--- config.mk ---
export PLATFORM = sky130hd
export DESIGN_NAME = bba_fifo
export DESIGN_NICKNAME = d
export VERILOG_FILES = /design/src/design/bba_fifo.sv
export SDC_FILE = /design/constraint.sdc
export NUM_CORES = 1
export LEC_CHECK = 0
export ABC_AREA = 1
export BUFFER_PORTS_ARGS = -buffer_cell sky130_fd_sc_hd__buf_4
export CORE_MARGIN = 1
export CORE_UTILIZATION = 45
export CTS_CLUSTER_DIAMETER = 80
export CTS_CLUSTER_SIZE = 24
export DETAILED_ROUTE_END_ITERATION = 8
export GPL_TIMING_DRIVEN = 1
export PLACE_DENSITY = 0.68
export SYNTH_ARGS = -nofsm -noshare
export SYNTH_HDL_FRONTEND = slang
export SYNTH_SLANG_ARGS = --single-unit
export TNS_END_PERCENT = 50
--- constraint.sdc ---
create_clock -name i_clk -period 2.3 [get_ports i_clk]
set_input_delay 0.345 -clock i_clk [delete_from_list [all_inputs] [get_ports i_clk]]
set_output_delay 0.345 -clock i_clk [all_outputs]
set_load 0.005 [all_outputs]
--- src/design/bba_fifo.sv ---
// ----------------------------------------------------------------------------
// bba_fifo: short item queue between front and back
// Register-based ring buffer with a fill level; head is shown combinationally.
// ----------------------------------------------------------------------------
`default_nettype none

module bba_fifo #(
    parameter int WIDTH = 8,
    parameter int DEPTH = 8
) (
    input  wire logic                       i_clk,
    input  wire logic                       i_rst_n,
    input  wire logic                       i_push,
    input  wire logic [WIDTH-1:0]           i_push_data,
    input  wire logic                       i_pop,
    output logic                            o_valid,
    output logic [WIDTH-1:0]                o_data,
    output logic [$clog2(DEPTH+1)-1:0]      o_level,
    output logic                            o_full
);

    localparam int AW = (DEPTH > 1) ? $clog2(DEPTH) : 1;
    localparam int LW = $clog2(DEPTH + 1);

    logic [WIDTH-1:0] r_mem [DEPTH];
    logic [AW-1:0]    r_wr_ptr, r_rd_ptr;
    logic [LW-1:0]    r_level;
    logic             do_push, do_pop;

    assign o_valid = (r_level != '0);
    assign o_full  = (r_level == LW'(DEPTH));
    assign o_level = r_level;
    assign o_data  = r_mem[r_rd_ptr];
    assign do_push = i_push && !o_full;
    assign do_pop  = i_pop && o_valid;

    always_ff @(posedge i_clk) begin
        if (do_push) begin
            r_mem[r_wr_ptr] <= i_push_data;
        end
    end

    always_ff @(posedge i_clk) begin
        if (!i_rst_n) begin
            r_wr_ptr <= '0;
            r_rd_ptr <= '0;
            r_level  <= '0;
        end else begin
            if (do_push) begin
                r_wr_ptr <= (r_wr_ptr == AW'(DEPTH - 1)) ? '0 : r_wr_ptr + AW'(1);
            end
            if (do_pop) begin
                r_rd_ptr <= (r_rd_ptr == AW'(DEPTH - 1)) ? '0 : r_rd_ptr + AW'(1);
            end
            if (do_push && !do_pop) begin
                r_level <= r_level + LW'(1);
            end else if (!do_push && do_pop) begin
                r_level <= r_level - LW'(1);
            end
        end
    end

endmodule

`default_nettype wire

==> flow_summary.ini, run 1 <==
[global_route]
antenna_found_initial = 0
grt_use_total_pct = 17.84
grt.overflow.total = 0
grt_max_degree = 33
grt_pass1_vias = 2066
grt_pass1_wl_um = 9894

[synthesis]
synth_edf_count = 64
synthTopCellsByArea = edfxtp_1 58%, nor2_1 9.6%, dfxtp_1 7.9%
syn_avg_cell_area_um2 = 10.68
synthesis.area_um2 = 3311
synth-seq-area-share_pct = 65.91
synthAdderAreaFrac_pct = 3.250
synthArstFlopShare_pct = 0
syn_inst = 310
yosysTopAreaCell = edfxtp_1
synth_xor_xnor_area_share_pct = 0.5291
synth_nets = 330
ys_ff_latch = 77
yosysWarnings = 0
synth_mux_area_share_pct = 0
synthSimpleGateAreaFrac_pct = 18.52
yosysUniqueCellTypes = 22
synth_top_area_share_pct = 58.05
synth_commonest_cells = 85 x nor2_1, 64 x edfxtp_1, 53 x nand2_1
synth_top_family_by_area = simple AND/OR/NAND/NOR gates
synth_most_common_cell = nor2_1
synth_flop_cell = edfxtp_1
synth-compound-area-share_pct = 6.349

[drt]
antenna_left = 0
first_pass_iters = 4
drc = 0
routedWlPerCell_um = 14.08
routed_wl_um = 6267
drt_iter0_drc = 94
via_per_inst = 4.867
vias = 2166

[power_and_ir_drop]
clockPowerShare_pct = 25.6
p_sw_mw = 1.400
vdd_drop_max_v = 0.0005588
switching_share_pct = 32.90
power.leakage_nw = 1.519
combPwrFrac_pct = 32.7
internal_power_mw = 2.856
power.density_nw_per_um2 = 1124
power_frac_seq_pct = 41.7
power_mw = 4.255

[finish]
fillers = 608
final_cells = 445
fin_nets = 364
drive_above_1_share_pct = 17.77
syn_to_final_growth_pct = 14.40
n_antenna_cell = 0

[setup_path]
start_kind = register
r2r-start = o_level[1]
critPathMaxStageDelay_ns = 0.37
critPathSlowestCell = dfxtp_1
path_buf_inv = 3
crit_type = reg2reg
cp_max_fo = 5
crit_top_cell = inv_1
crit_required_ns = 2.54
cpLargestDelayFamily = simple AND/OR/NAND/NOR gates
worstPathCellList = nor2_2 > nand3_2 > nand2_2 > inv_1 > ha_1 > inv_1 > ha_1 > or2_2 > nand3_1 > nand3_1 > nand2_1 > inv_1
cp.arrival_ns = 2.32
critPathLaunch = o_level[1]
end_kind = register

[sta]
max-slew-margin-rel_pct = 60.51
period_minus_slack_ns = 2.077
setup_viol = 0
hold_viol = 0
rsz0062_at_grt = no
worst_pin_slew_ns = 0.5917
max_freq_mhz = 481.3
tns_ns = 0
drv_slew = 0
period_share_pct = 90.33
clock_skew_ns = 0.007243

[job]
maxCapViolCount = 0

[clocking]
htreeDepth = 3
cts_buffers = 9
clk_latency_ns = 0.34
cts_resized = 0
postCtsSetupBuffers = 0
clockBufferDepth = 2
tritoncts = built
clkTransAtPathRegs_ns = 0.08
cts.sinks = 77
clockRootBuffer = clkbuf_8
holdBufCountCts = 0

[die]
die_y_um = 87.78
fp-row-count = 30
die_width_um = 87.78
core_area_um2 = 6944
initial_core_util_pct = 47.68
dieArea_um2 = 7704
pin_count = 26

[worst_hold_path]
hp-class = in2reg
hp-start = i_push_data[4]

[status]
status = finished, final reports clean

[placed_design]
placedCellCount = 429
post-dp-hpwl_um = 3959
placement.io_buffers = 25
gp_congestion = 0.7672
[sequential cells by signal (all words and copies together), names as in the netlist, named ones only]
| register | count |
|---|---|
| r_wr_ptr | 3 |
| o_level | 4 |
| r_mem | 64 |
| r_rd_ptr | 3 |
[layout make-up]
class                           instances  area [um2]  area share [%]
Clock buffer                           10       127.6           3.370
Clock inverter                          6       87.58           2.313
Inverter                               17       66.31           1.751
Multi-Input combinational cell        205       948.4           25.04
Sequential cell                        77        2182           57.61
Tap cell                               96       120.1           3.171
Timing Repair Buffer                   34       255.2           6.739
[final timing paths]
kind,slack [ns],depth (start not counted),to
worst max-delay path,0.22,12,o_level[3]
worst min-delay path,0.24,1,r_mem[2][4]
worst max register to register,0.22,12,o_level[3]
worst min register to register,0.52,2,r_rd_ptr[1]
[stage by stage]
stage	setup WS (ns)	util [%]	instance area [um2]	hold slack [ns]
floorplan	0.3522	-	3311	0.4439
global placement	0.2531	51.44	3572	0.4965
detailed placement	0.2215	51.44	3572	0.5048
CTS	0.2051	54.54	3787	0.2205
global route	0.01805	54.54	3787	0.2283
finish	0.2225	54.54	3787	0.2363
[worst reg2reg max path: cells and delay by family, from the launching register on]
kind                     cells  cell delay [ns]
AND/OR/NAND/NOR              7             0.89
adder cells (fa/ha/maj)      2             0.49
flip-flops                   1             0.37
buffers and inverters        3             0.24
[power by group through the flow]
stage	Clock [mW]	Combinational, mW	Sequential (mW)
after floorplan	0	1.01	1.78
after CTS	1.10	1.41	1.78
after detailed placement	0	1.40	1.81
final	1.09	1.39	1.78
after global placement	0	1.38	1.80
after global routing	1.16	1.59	1.79
[cells in the final DEF, fill, tap and decap left out, types with 4 or more instances in the layout]
cell	netlist	final
nand3_1	4	4
o21ai_1	30	30
inv_1	15	15
nor2_1	85	85
edfxtp_1	64	64
clkbuf_8	0	9
nand2_1	53	53
o21ai_0	9	9
nor2_2	5	5
buf_4	1	34
dfxtp_1	13	13
ha_1	7	7
[routing by layer]
metal,global-route usage [%],up-vias,wire length (um)
met5,0,-,0
li1,-,1097,-
met1,22.68,1011,2935
met2,29.74,50,2945
met4,8.346,0,87
met3,3.205,8,299
[cells by family after synthesis]
group           Yosys count
compound gates           42
xor+xnor                  2
fa+ha+maj                 8
buf+inv                  28
flops                    77
simple gates            153
No activity file was read; power rests on OpenSTA's default activity.
==> run 2: changes to the inputs <==
==> constraint.sdc (replaced) <==
create_clock -name i_clk -period 2.3 [get_ports i_clk]
set_input_delay 0.575 -clock i_clk [delete_from_list [all_inputs] [get_ports i_clk]]
set_output_delay 0.575 -clock i_clk [all_outputs]
set_load 0.005 [all_outputs]
==> flow_summary.ini, run 2 (synthesis results as in run 1) <==
[setup_path]
cp.arrival_ns = 2.33
worstPathCellList = nor2_2 > nand3_2 > nand2_2 > inv_1 > ha_1 > inv_1 > ha_1 > or2_2 > nand3_1 > nand3_1 > nand2_1 > inv_1
crit_top_cell = inv_1
start_kind = register
rrSetupSlack_ns = 0.22
critPathSlowestCell = dfxtp_1
end_kind = register
cp_max_fo = 5
critPathMaxStageDelay_ns = 0.37
crit_type = reg2reg
crit_required_ns = 2.55

[finish]
largest_reg_flops = 64
n_antenna_cell = 0
fillers = 626
drive_above_1_share_pct = 18.57
layout_commonest_cell = nor2_1
final_cells = 446
syn_to_final_growth_pct = 14.74
top_register = r_mem
layout_common_cells = 85 x nor2_1, 64 x edfxtp_1, 53 x nand2_1
design_area_um2 = 3799
fin_nets = 365

[sta]
clock_skew_ns = 0.004698
max-slew-margin-rel_pct = 63.22
period_share_pct = 90.50
rsz0062_at_grt = no
setup_viol = 0
period_minus_slack_ns = 2.081
max_freq_mhz = 480.4
tns_ns = 0
worst_pin_slew_ns = 0.5511
drv_slew = 0
hold_viol = 0
hold_slack_ns = 0.4557

[worst_hold_path]
hp-class = in2reg

[clocking]
clockRootBuffer = clkbuf_8
clkTransAtPathRegs_ns = 0.08
holdBufCountCts = 0
cts.sinks = 77
cts_buffers = 9
clockBufferDepth = 2
tritoncts = built
clk_latency_ns = 0.34
htreeDepth = 3

[job]
maxCapViolCount = 0

[status]
status = finished, final reports clean

[die]
dieArea_um2 = 7704
pin_count = 26
die_y_um = 87.78
core_area_um2 = 6944
die_width_um = 87.78
initial_core_util_pct = 47.68
fp-row-count = 30

[drt]
routedWlPerCell_um = 14.22
routed_wl_um = 6343
via_per_inst = 4.888
antenna_left = 0
drt_iter0_drc = 154
first_pass_iters = 4
vias = 2180
drc = 0

[placed_design]
gp_congestion = 0.7782
placement.io_buffers = 25
place_area_um2 = 3580
post-dp-hpwl_um = 4105
placedCellCount = 430

[global_route]
grt_use_total_pct = 18.49
grt_pass1_vias = 2054
grt_max_degree = 33
grt_pass1_wl_um = 10030
grt.overflow.total = 0
antenna_found_initial = 0

[power_and_ir_drop]
power.leakage_nw = 1.533
vdd_drop_max_v = 0.0006720
power.density_nw_per_um2 = 1128
==> run 2: changes by cell type in the layout (fill, tap and decap cells not counted), sizes merged <==
cell	previous run	this run
buf	34	35
clkbuf	10	9
clkinv	1	4
clkinvlp	3	1
==> run 2: power by group <==
group / total (mW) / internal (mW) / switching [mW]
Sequential: 1.79 / 1.67 / 0.119
Combinational: 1.40 / 0.596 / 0.807
Clock: 1.09 / 0.605 / 0.484
Total: 4.28 / 2.87 / 1.41
==> run 2: layout make-up <==
type	count	area, um2	share of cell area (%)
Timing Repair Buffer	35	262.8	6.917
Sequential cell	77	2185	57.51
Multi-Input combinational cell	205	948.4	24.97
Clock buffer	9	123.9	3.261
Clock inverter	7	90.09	2.372
Tap cell	96	120.1	3.162
Inverter	17	68.82	1.812
==> run 2: per-stage QoR <==
stage / worst slack, ns / utilization, % / total power, mW
global placement: 0.1948 / 51.55 / 3.185
CTS: 0.04208 / 54.63 / 4.322
floorplan: 0.3522 / - / 2.789
finish: 0.2186 / 54.70 / 4.283
global route: 0.01630 / 54.70 / 4.604
detailed placement: 0.1503 / 51.55 / 3.233
==> run 2: metal layers <==
layer	part of all wire, %	global-route usage (%)	vias up
met5	0	0	-
met4	1.4	7.601	0
met3	4.6	5.655	7
met2	48	29.39	54
met1	46	23.66	1021
li1	-	-	1098
==> run 2: critical path, delay by kind of cell (launching register included) <==
kind	cells	cell delay [ns]
flops	1	0.37
buf+inv	3	0.24
fa+ha+maj	2	0.49
simple gates	7	0.89
==> run 2: timing repair <==
action                     CTS  global route
setup endpoints to repair    0             8
resized for setup            0             4
buffers inserted             0             0
==> run 2: worst paths after layout <==
check                  from  cells after the start           to
min reg2reg     r_rd_ptr[2]                      2  r_rd_ptr[2]
max reg2reg      o_level[1]                     12   o_level[3]
min          i_push_data[4]                      1  r_mem[3][4]
max              o_level[1]                     12   o_level[3]
