[src/design/bba_pkg.sv]
// ----------------------------------------------------------------------------
// bba_pkg: shared types and constants for the bounding box accumulator
// Register map, input mode codes, the control word that travels through the
// item queue and the configuration bundle.
// ----------------------------------------------------------------------------
`default_nettype none

package bba_pkg;

    localparam int COORD_WIDTH_DEF = 24;
    localparam int QUEUE_DEPTH_DEF = 8;

    localparam int COEF_WIDTH      = 16;
    localparam int ROW_WIDTH       = 48;
    localparam int SHIFT_WIDTH     = 24;
    localparam int CFG_INDEX_WIDTH = 3;
    localparam int CFG_DATA_WIDTH  = 48;
    localparam int ROUND_SHIFT     = 14;

    // Identity matrix, 1.0 in Q2.14 on the diagonal
    localparam logic [ROW_WIDTH-1:0] ROW_X_RST = 48'h0000_0000_4000;
    localparam logic [ROW_WIDTH-1:0] ROW_Y_RST = 48'h0000_4000_0000;
    localparam logic [ROW_WIDTH-1:0] ROW_Z_RST = 48'h4000_0000_0000;

    typedef enum logic [1:0] {
        MODE_POINT = 2'd0,
        MODE_MERGE = 2'd1,
        MODE_QUERY = 2'd2,
        MODE_NONE  = 2'd3
    } t_mode;

    typedef enum logic [CFG_INDEX_WIDTH-1:0] {
        CFG_XFORM_EN = 3'd0,
        CFG_ROW_X    = 3'd1,
        CFG_ROW_Y    = 3'd2,
        CFG_ROW_Z    = 3'd3,
        CFG_SHIFT_X  = 3'd4,
        CFG_SHIFT_Y  = 3'd5,
        CFG_SHIFT_Z  = 3'd6
    } t_cfg_idx;

    typedef enum logic {
        OP_WIDEN = 1'b0,
        OP_QUERY = 1'b1
    } t_op;

    typedef struct packed {
        t_op  op;
        logic first;
        logic last;
    } t_ctl;

    localparam int CTL_WIDTH = $bits(t_ctl);

    typedef struct packed {
        logic                   xform_en;
        logic [ROW_WIDTH-1:0]   row_x;
        logic [ROW_WIDTH-1:0]   row_y;
        logic [ROW_WIDTH-1:0]   row_z;
        logic [SHIFT_WIDTH-1:0] shift_x;
        logic [SHIFT_WIDTH-1:0] shift_y;
        logic [SHIFT_WIDTH-1:0] shift_z;
    } t_cfg;

endpackage

`default_nettype wire

[src/design/bba_back.sv]
// ----------------------------------------------------------------------------
// bba_back: box update, overlap test and result register
// Pops queued items, widens or tests the stored box, and holds the result beat
// in an output register.
// ----------------------------------------------------------------------------
`default_nettype none

module bba_back
    import bba_pkg::*;
#(
    parameter int COORD_WIDTH = COORD_WIDTH_DEF
) (
    input  wire logic                                i_clk,
    input  wire logic                                i_rst_n,
    input  wire logic                                i_q_valid,
    input  wire logic [CTL_WIDTH+6*COORD_WIDTH-1:0]  i_q_data,
    output logic                                     o_pop,
    output logic                                     o_out_valid,
    input  wire logic                                i_out_stall,
    output logic signed [COORD_WIDTH-1:0]            o_low_x,
    output logic signed [COORD_WIDTH-1:0]            o_low_y,
    output logic signed [COORD_WIDTH-1:0]            o_low_z,
    output logic signed [COORD_WIDTH-1:0]            o_high_x,
    output logic signed [COORD_WIDTH-1:0]            o_high_y,
    output logic signed [COORD_WIDTH-1:0]            o_high_z,
    output logic                                     o_overlap
);

    localparam int CW = COORD_WIDTH;
    localparam int IW = CTL_WIDTH + 6 * CW;

    localparam logic signed [CW-1:0] CMAX = {1'b0, {(CW-1){1'b1}}};
    localparam logic signed [CW-1:0] CMIN = {1'b1, {(CW-1){1'b0}}};

    t_ctl                 ctl;
    logic signed [CW-1:0] a [3];
    logic signed [CW-1:0] b [3];
    logic signed [CW-1:0] base_low  [3];
    logic signed [CW-1:0] base_high [3];
    logic signed [CW-1:0] n_low  [3];
    logic signed [CW-1:0] n_high [3];
    logic                 hit, emit, out_free;

    logic signed [CW-1:0] r_low  [3];
    logic signed [CW-1:0] r_high [3];
    logic                 r_out_valid, r_overlap;
    logic signed [CW-1:0] r_out_low  [3];
    logic signed [CW-1:0] r_out_high [3];

    assign ctl = t_ctl'(i_q_data[IW-1 -: CTL_WIDTH]);

    always_comb begin
        hit = 1'b1;
        for (int k = 0; k < 3; k++) begin
            a[k]         = i_q_data[(5-k)*CW +: CW];
            b[k]         = i_q_data[(2-k)*CW +: CW];
            base_low[k]  = ctl.first ? CMAX : r_low[k];
            base_high[k] = ctl.first ? CMIN : r_high[k];
            n_low[k]     = (a[k] < base_low[k])  ? a[k] : base_low[k];
            n_high[k]    = (b[k] > base_high[k]) ? b[k] : base_high[k];
            hit          = hit && (r_low[k] <= b[k]) && (r_high[k] >= a[k]);
        end
    end

    assign emit     = (ctl.op == OP_QUERY) || ctl.last;
    assign out_free = !r_out_valid || !i_out_stall;
    assign o_pop    = i_q_valid && (!emit || out_free);

    always_ff @(posedge i_clk) begin
        if (!i_rst_n) begin
            for (int k = 0; k < 3; k++) begin
                r_low[k]  <= CMAX;
                r_high[k] <= CMIN;
            end
            r_out_valid <= 1'b0;
        end else begin
            if (o_pop && ctl.op == OP_WIDEN) begin
                r_low  <= n_low;
                r_high <= n_high;
            end
            if (o_pop && emit) begin
                r_out_valid <= 1'b1;
            end else if (!i_out_stall) begin
                r_out_valid <= 1'b0;
            end
        end
    end

    always_ff @(posedge i_clk) begin
        if (o_pop && emit) begin
            if (ctl.op == OP_QUERY) begin
                r_out_low  <= r_low;
                r_out_high <= r_high;
                r_overlap  <= hit;
            end else begin
                r_out_low  <= n_low;
                r_out_high <= n_high;
                r_overlap  <= 1'b0;
            end
        end
    end

    assign o_out_valid = r_out_valid;
    assign o_low_x     = r_out_low[0];
    assign o_low_y     = r_out_low[1];
    assign o_low_z     = r_out_low[2];
    assign o_high_x    = r_out_high[0];
    assign o_high_y    = r_out_high[1];
    assign o_high_z    = r_out_high[2];
    assign o_overlap   = r_overlap;

endmodule

`default_nettype wire

[config.mk]
export PLATFORM = sky130hd
export DESIGN_NAME = bba_back
export DESIGN_NICKNAME = d
export VERILOG_FILES = /design/src/design/bba_pkg.sv /design/src/design/bba_back.sv
export SDC_FILE = /design/constraint.sdc
export NUM_CORES = 1
export LEC_CHECK = 0
export ABC_AREA = 0
export BUFFER_PORTS_ARGS = -buffer_cell sky130_fd_sc_hd__buf_2
export CAP_MARGIN = 0
export CORE_ASPECT_RATIO = 1.75
export CORE_MARGIN = 1
export CORE_UTILIZATION = 50
export CTS_BUF_LIST = sky130_fd_sc_hd__clkbuf_8
export DETAILED_ROUTE_END_ITERATION = 10
export GPL_TIMING_DRIVEN = 0
export PLACE_DENSITY = 0.81
export SLEW_MARGIN = 0
export SYNTH_ARGS = -nofsm -noshare
export SYNTH_HDL_FRONTEND = slang
export SYNTH_SLANG_ARGS = --single-unit
[constraint.sdc]
create_clock -name i_clk -period 8.3 [get_ports i_clk]
set_clock_uncertainty 0.1 [all_clocks]
set_input_delay 0 -clock i_clk [delete_from_list [all_inputs] [get_ports i_clk]]
set_output_delay 0 -clock i_clk [all_outputs]
set_load 0.01 [all_outputs]
==> metrics, run 1 <==
GRT Total Usage approximately a third; Post-CTS Setup Repair Bufs 0; post-synth net total approximately 2300; ys async rst share 0%; Routed Antenna Nets 0; Final Cycle Share about half; post-route cell area 23000 um2; DRC 0; IO Port Bufs approximately 300; NumNets Final 2765; initial antenna violation count 5; final WL about 62000 um; Post-CTS Hold Buffers 152; largest net degree at the start of global routing 38; vias in the first global route ~18000; PD cells about 170 nW/um2; FF+latch count, synth between 200 and 300; Crit. End Element flop; mapped cell area 18300 um2; CP delay by family, top buffers and inverters; Final Hold Fails 0; EDFF count, synth 145; crit path launch type primary input; Crit Path Max Fanout 10; Initial DRC Count about 1100; critical-path cell list buf_2, buf_2, inv_2, clkbuf_1, clkbuf_1, nand2_1, ha_1, nand4_1, or4_4, a211o_1, o211ai_2, o2111ai_2, o31ai_2, buf_8, mux2i_1; drt wl/cell 21.7 um; Die Y-Extent about 260 um; relative slew slack 35.7%; slowest CP cell or4_4; site row count slightly above 90; top cell type's share of synthesized area a little under a quarter; cells after synthesis 1829; Synth Flop Type edfxtp_1; vias per cell just over 6; Post-DP Area approximately 20000 um2; Die ar. ~37000 um2; maximum clock insertion buffer count 3; clock slew at reported path FFs about 0.070 ns; critical path class primary input to flop; crit path DAT around 4.3 ns; RSZ-0062 raised after global routing false; CTS root buf clkbuf_8; Syn. warnings 0; clock sink count between 200 and 300; RePlAce Congestion about 0.93; final setup fails 0; detailed placer's ending HPWL between 40000 and 50000 um; die width ~150 um; global-route wire length before repair approximately 95000 um; Num CTS Buffers 45; max-slew violations 0; worst slew pin tran 0.958 ns; Max Cap Viol 0; area used by multi-input combinational logic ~10000 um2; LEAKAGE 10.3 nW; core area around 36000 um2; GRT overflow 0; Pre-antenna DRT Iters 5; Max Freq roughly 250 MHz; Final Critical Period between 4 and 5 ns; Layout Cells excl Fill about 2800; Critical Path Max Stage Delay roughly 0.60 ns; CTS tree built; IO Count ~300; Synth area leaders edfxtp_1 24%, ha_1 19%, dfxtp_1 16%; Setup Total Neg Slack 0 ns; peak supply drop approximately 0.13 mV; Fill cells roughly 2800; post-synthesis sequential area ratio between 30 and 40%; worst hold path class primary input to flop; status complete, no violations; Cell Count Post-Placement 2600; Area Growth Syn to Fin 25.4%; synthesized area per cell between 10 and 15 um2; register area between 7000 and 8000 um2; synth unique cells 74; H-Tree Depth 2; CTS resizes 0; Initial Utilization approximately half; largest area contributor in the netlist edfxtp_1; Data required, critical path around 8.6 ns; clock latency on the worst-skew pair 0.62 ns; CP bufs+invs 6; share of layout cells above drive strength 1 18.0%; Via Count between 15000 and 20000
## path summary, 6_finish.rpt
path,from,endpoint,slack (ns),depth (start not counted)
max,i_q_data[145],o_high_y[20]$_DFFE_PP_,4.29,15
max reg2reg,r_high[71]$_SDFFE_PN1P_,o_high_x[23]$_DFFE_PP_,4.66,9
min,i_q_data[37],r_high[37]$_SDFFE_PN0P_,0.07,3
min reg2reg,r_high[48]$_SDFFE_PN0P_,r_high[48]$_SDFFE_PN0P_,0.41,1
## per-layer routing
layer / global-route usage [%] / routed length, um
met1: 32.4 / 21200
met4: 26.4 / 5160
met5: 0 / 10
met2: 59.2 / 31700
met3: 4.59 / 3570
## worst register-to-register path: cells and delay by family, from the launching register on
family | cells | cell delay [ns]
buf+inv | 1 | 0.37
compound gates | 4 | 1.08
fa+ha+maj | 1 | 0.42
flops | 1 | 0.36
simple gates | 3 | 1.02
## final cells by class
type / count / share of cell area [%]
Sequential cell: 290 / 31.5
Buffer: 77 / 1.63
Multi-Input combinational cell: 1303 / 44.0
Clock inverter: 35 / 1.36
Inverter: 159 / 2.59
Clock buffer: 48 / 2.87
Tap cell: 470 / 2.56
Antenna cell: 4 / 0.0435
Timing Repair Buffer: 453 / 13.4
## cell usage after synthesis (7+ instances only)
cell type and count:
a21o_1 53, a21oi_1 130, a22o_1 69, a22oi_1 7
a2bb2oi_1 23, a32o_1 23, buf_2 20, clkbuf_1 43
dfxtp_1 145, edfxtp_1 145, ha_1 285, inv_1 157
mux2i_1 72, nand2_1 167, nand3_1 17, nand4_1 60
nor2_1 102, nor2b_1 14, nor3_1 32, nor4_1 8
o211ai_1 16, o21ai_0 33, o22a_1 92
## power breakdown
part / total, W / leakage (nW) / switching (W) / internal [W]
registers: 0.00166 / 2.50 / 0.0000559 / 0.00160
clock network: 0.00136 / 0.528 / 0.000629 / 0.000728
logic: 0.000799 / 7.29 / 0.000466 / 0.000333
total: 0.00381 / 10.3 / 0.00115 / 0.00266
## per-stage QoR
stage          setup WS, ns  total power [W]  utilization, %  hold slack, ns
2_1_floorplan         0.475          0.00212               -         0.00801
3_3_place_gp          -2.56          0.00238            56.7           0.148
3_5_place_dp           3.67          0.00241            56.9           0.153
4_1_cts                4.28          0.00379            63.9          0.0363
5_1_grt                4.13          0.00395            63.9          0.0864
6_report               4.29          0.00381            63.9          0.0662
## sequential cells by signal (all words and copies together) (netlist names)
| register | flops |
|---|---|
| o_high_x | 24 |
| o_high_y | 24 |
| o_high_z | 24 |
| o_low_x | 24 |
| o_low_y | 24 |
| o_low_z | 24 |
| o_out_valid | 1 |
| o_overlap | 1 |
| r_high | 72 |
| r_low | 72 |
## logic make-up (layout without fill, tap and decap cells)
logic type | count (synthesis) | in the layout | share of synthesized area [%]
buf+inv | 236 | 772 | 5.29
other cells | 0 | 4 | 0
compound gates | 512 | 512 | 20.7
simple gates | 432 | 432 | 11.0
mux | 74 | 74 | 4.05
fa+ha+maj | 285 | 285 | 19.4
flops | 290 | 290 | 39.5
## placed cells by master, fill, tap and decap left out, types with 92 or more instances in the layout
master	count
buf_2	317
nand2_1	167
o22a_1	92
dlygate4sd3_1	152
nor2_1	102
dfxtp_1	145
a21oi_1	130
ha_1	285
edfxtp_1	145
inv_1	163
Power figures use the tool's default switching activity.
==> run 2, diff against run 1 <==
PLACE_DENSITY = 0.78   (was 0.81)
clock period = 4.15 ns   (was 8.3 ns; I/O delays follow)
==> run 2 against run 1 <==
- routed wire length shrank 1.2%
- worst setup slack worse by 4.2 ns
- critical endpoint is now o_high_y[22]$_DFFE_PP_
- power increased by 97%
- first-iteration DRC count decreased by 8.8%
- flip-flop and latch count did not move
- count of clock-buffer cells in the layout is the same
==> metrics, run 2 (synthesis gave the netlist of run 1 again) <==
worst r2r dst o_high_x[23]$_DFFE_PP_; final WL 60800 um (-1.2%); Max Freq around 250 MHz; clock latency on the worst-skew pair 0.61 ns (about the same); commonest non-fill, non-tap cell in the layout buf_2; share of layout cells above drive strength 1 18.0% (about the same); relative slew slack 33.5% (-2.2 points); Final Hold Fails 0 (unchanged); r2r setup slk 0.45 ns (-4.21 ns); LEAKAGE 10.3 nW (about the same); H-Tree Depth 2 (unchanged); Die ar. 37500 um2 (unchanged); dpl ws -0.410 ns (-4.08 ns); RePlAce Congestion 0.919 (-0.64%); IO Port Bufs 297 (unchanged); Crit Path Max Fanout 10 (unchanged); largest net degree at the start of global routing 37 (-2.6%); worst slew pin tran 0.997 ns (+0.0393 ns); core area 36000 um2 (unchanged); clock slew at reported path FFs 0.07 ns (about the same); Setup Total Neg Slack 0 ns (unchanged); global-route wire length before repair 93400 um (-1.5%); site row count 92 (unchanged); FF-to-FF Start r_high[71]$_SDFFE_PN1P_; Final WS setup 0.114 ns (-4.18 ns); GRT overflow 0 (unchanged); critical-path cell list buf_2, buf_2, inv_2, clkbuf_1, clkbuf_1, nand2_1, ha_1, nand4_1, or4_4, a211o_1, o211ai_2, o2111ai_2, o31ai_2, buf_8, mux2i_1; clock sink count 290 (unchanged); maximum clock insertion buffer count 3 (unchanged); Area Growth Syn to Fin 25.4% (about the same); r2r worst-path depth 9 (unchanged); initial antenna violation count 6 (+1); NumNets Final 2766 (+0.036%); Post-CTS Hold Buffers 153 (+0.66%); Via Count 17239 (-0.47%); Die Y-Extent 255 um (unchanged); CTS tree built; Crit. End Element flop; crit path launch type primary input; peak supply drop 0.255 mV (+96%); Hold EP o_overlap$_SDFFCE_PN0P_; Final Critical Period approximately 4 ns; worst hold path cell count 3 (unchanged); worst hold path class primary input to flop; drt wl/cell 21.4 um (-1.3%); crit path DAT 4.30 ns (+0.03 ns); status complete, no violations; die width 147 um (unchanged); Data required, critical path 4.42 ns (-4.14 ns); Routed Antenna Nets 0 (unchanged); CP bufs+invs 6 (unchanged); Initial DRC Count 966 (-8.8%); slowest CP cell or4_4; Post-DP Area 20500 um2 (unchanged); detailed placer's ending HPWL 45500 um (-0.71%); Initial Utilization 50.9% (unchanged); commonest cells after routing, fill and taps aside 317 x buf_2, 285 x ha_1, 167 x nand2_1; Final Cycle Share between 90% and 100%; vias per cell 6.07 (-0.58%); max-slew violations 0 (unchanged); post-route cell area 23000 um2 (about the same); vias in the first global route 17923 (-1.5%); critical path class primary input to flop; RSZ-0062 raised after global routing false; CP delay by family, top buffers and inverters; largest registers r_high: 72 flops, r_low: 72 flops; Final Power 0.00751 W (+97%); final setup fails 0 (unchanged); Hold Startpoint i_q_data[144]; PD cells 327 nW/um2 (+97%); DRC 0 (unchanged); Critical Path Max Stage Delay 0.60 ns (about the same); Num CTS Buffers 45 (unchanged); Post-CTS Setup Repair Bufs 0 (unchanged); CTS resizes 0 (unchanged); GRT Total Usage 32.1% (-0.41 points); Max Cap Viol 0 (unchanged); CTS root buf clkbuf_8; IO Count 298 (unchanged); Pre-antenna DRT Iters 5 (unchanged)
==> run 2: cell count changes in the layout (fill, tap and decap cells not counted), sizes merged <==
cell,change
bufinv,-1
inv,-2
diode,+1
clkinv,+4
dlygate4sd3,+1
==> run 2: stage by stage <==
step                utilization (%)  std cells  hold WS [ns]
finish                         63.8       2842        0.0739
global route                   63.8       2841        0.0814
CTS                            63.8       2837        0.0249
detailed placement             56.9       2600         0.149
global placement               56.7       2596         0.146
floorplan                         -       1829        0.0107
==> run 2: power by group <==
group	switching [W]	leakage, nW	total, W	internal, W
registers	0.000110	2.50	0.00331	0.00320
logic	0.000924	7.29	0.00159	0.000665
clock network	0.00122	0.515	0.00261	0.00139
total	0.00225	10.3	0.00751	0.00526
==> run 2: layer usage <==
metal,track usage (%),part of all wire [%],vias up
li1,-,-,7914
met5,0,0.043,-
met1,32.1,35,8233
met4,26.6,8.4,4
met2,58.0,51,792
met3,4.70,5.5,296
==> run 2: worst min-delay path: cells and delay by family <==
| kind | cells | cell delay, ns |
|---|---|---|
| buffers and inverters | 1 | 0.11 |
| and+or+nand+nor | 2 | 0.46 |
==> run 2: layout make-up <==
class,count,area [um2]
clock inverter,36,288
clock buffer,48,661
buffer,77,374
timing repair buffer,454,3100
inverter,159,597
tap,470,588
multi-input combinational,1303,10100
sequential,290,7260
fill,2863,13000
antenna,5,12.5
==> run 2: worst max path at each step <==
stage | cells past startpoint | endpoint | startpoint
detailed placement | 13 | o_low_y[16]$_DFFE_PP_ | i_q_data[145]
CTS | 13 | o_low_y[16]$_DFFE_PP_ | i_q_data[145]
floorplan | 5 | o_high_x[0]$_DFFE_PP_ | i_q_data[146]
finish | 15 | o_high_y[22]$_DFFE_PP_ | i_q_data[145]
global route | 15 | o_high_y[22]$_DFFE_PP_ | i_q_data[145]
global placement | 6 | o_high_x[17]$_DFFE_PP_ | i_q_data[146]
==> run 3, diff against run 2 <==
CELL_PAD_IN_SITES_DETAIL_PLACEMENT = 1   (was unset)
CELL_PAD_IN_SITES_GLOBAL_PLACEMENT = 2   (was unset)
CORE_UTILIZATION = 40   (was 50)
GPL_TIMING_DRIVEN = unset   (was 0)
PLACE_DENSITY = 0.94   (was 0.78)
clock period = 5.17 ns   (was 4.15 ns; I/O delays follow)
==> run 3 against run 2 <==
- worst setup slack gained 1.2 ns
- routed wire length up 11%
- flip-flop and latch count unchanged
- via count shrank 1.6%
- critical endpoint is now r_low[17]$_SDFFE_PN1P_
- largest power group unchanged
==> metrics, run 3 (synthesis gave the netlist of run 1 again) <==
status complete, no violations; max-slew violations 0 (unchanged); Core Util, Final 50.7% (-13 points); vias per cell 5.87 (-3.3%); Flop pwr share 43.5% (-0.6 points); Routed Antenna Nets 0 (unchanged); initial antenna violation count 7 (+1); share of layout cells above drive strength 1 18.3% (+0.38 points); Post-DP Area 20400 um2 (-0.35%); LEAKAGE 10.2 nW (-0.70%); PD cells 269 nW/um2 (-18%); post-route cell area 22900 um2 (-0.34%); Comb power frac 20.6% (-0.5 points); Via Count 16956 (-1.6%); Area Growth Syn to Fin 24.9%; Initial Utilization 40.6% (-10 points); CTS tree built; Crit. End Element flop; die width 164 um (+12%); Post-CTS Setup Repair Bufs 0 (unchanged); GRT Total Usage 29.0% (-3.1 points); site row count 103 (+12%); CTS root buf clkbuf_8; Max Freq 261 MHz; IO Count 298 (unchanged); relative slew slack 19.7% (-14 points); NetSw 0.00187 W (-17%); core area 45200 um2 (+26%); NumNets Final 2705 (-2.2%); Crit Path Max Fanout 24 (+14); dpl ws 1.05 ns (+1.46 ns); crit path DAT 4.27 ns (-0.03 ns); commonest non-fill, non-tap cell in the layout buf_2; clock latency on the worst-skew pair 0.61 ns (about the same); drt wl/cell 23.3 um (+9.0%); DRC 0 (unchanged); Final Hold Fails 0 (unchanged); Pint 0.00428 W (-19%); vias in the first global route 18872 (+5.3%); Num CTS Buffers 46 (+2.2%); Die ar. 46800 um2 (+25%); Initial DRC Count 768 (-20%); Final Critical Period ~3.8 ns; global-route wire length before repair 104000 um (+11%); IO Port Bufs 297 (unchanged); Die Y-Extent 285 um (+12%); Sw Ratio 30.5% (+0.48 points); RSZ-0062 raised after global routing false; Pre-antenna DRT Iters 4 (-1); RePlAce Congestion 0.910 (-1.0%); H-Tree Depth 2 (unchanged); clock slew at reported path FFs 0.07 ns (about the same); Final Cycle Share ~74%; Max Cap Viol 0 (unchanged); largest net degree at the start of global routing 78 (+110%); Final WS setup 1.34 ns (+1.23 ns); Data required, critical path 5.61 ns (+1.19 ns); Clock power frac 36.0% (+1.3 points); worst slew pin tran 1.20 ns (+0.203 ns); peak supply drop 0.189 mV (-26%); CTS resizes 0 (unchanged); crit path launch type flop; maximum clock insertion buffer count 3 (unchanged); largest registers r_high: 72 flops, r_low: 72 flops; clock sink count 290 (unchanged); detailed placer's ending HPWL 49100 um (+7.9%); Setup Total Neg Slack 0 ns (unchanged); GRT overflow 0 (unchanged); commonest cells after routing, fill and taps aside 296 x buf_2, 285 x ha_1, 170 x inv_1; worst hold path class primary input to flop; final WL 67400 um (+11%); final setup fails 0 (unchanged); critical path class flop to flop
run 3: per-stage QoR:
step / instances / hold WS (ns) / power (W)
after floorplan: 1829 / 0.00791 / 0.00339
after global placement: 2651 / 0.158 / 0.00383
after detailed placement: 2651 / 0.157 / 0.00388
after CTS: 2884 / 0.0107 / 0.00617
after global routing: 2889 / 0.0343 / 0.00640
final: 2890 / 0.0210 / 0.00616
run 3: final cells by class:
type	count	area [um2]
antenna	6	15.0
clock buffer	53	729
clock inverter	33	269
fill	5087	22300
inverter	159	597
multi-input combinational	1303	10200
sequential	290	7260
tap	577	722
timing repair buffer	469	3150
run 3: worst max-delay path, cell delays in order (launching register included):
cell	delay (ns)
dfxtp_1	0.40
nor2_1	0.09
ha_1	0.33
a21o_1	0.12
a21oi_1	0.07
a21o_1	0.18
a211oi_1	0.63
o21ai_0	0.25
nand2_1	0.80
o22a_1	0.24
dlygate4sd3_1	0.54
run 3: power groups by stage:
stage,registers (W),logic (W),clock network (W)
after floorplan,0.00273,0.000662,0
after global placement,0.00272,0.00111,0
after detailed placement,0.00272,0.00116,0
after CTS,0.00267,0.00126,0.00224
after global routing,0.00269,0.00138,0.00234
final,0.00268,0.00127,0.00221
run 3: final timing paths:
kind,end,from,depth (start not counted),slack [ns]
max,r_low[17]$_SDFFE_PN1P_,r_low[2]$_SDFFE_PN1P_,10,1.34
min,o_overlap$_SDFFCE_PN0P_,i_q_data[146],3,0.02
max reg2reg,r_low[17]$_SDFFE_PN1P_,r_low[2]$_SDFFE_PN1P_,10,1.34
min reg2reg,r_high[48]$_SDFFE_PN0P_,r_high[48]$_SDFFE_PN0P_,1,0.41
run 3: timing repair:
item,4_1_cts,5_1_grt
hold endpoints to repair,289,0
setup endpoints to repair,0,0
hold buffers,147,0
run 3: per-layer routing:
metal | share of wire, % | wire, um | vias up | GRT usage [%]
li1 | - | - | 7789 | -
met1 | 36 | 24600 | 8361 | 29.3
met2 | 53 | 35800 | 570 | 54.8
met3 | 3.9 | 2640 | 234 | 3.69
met4 | 6.5 | 4380 | 2 | 18.5
met5 | 0.019 | 13 | - | 0
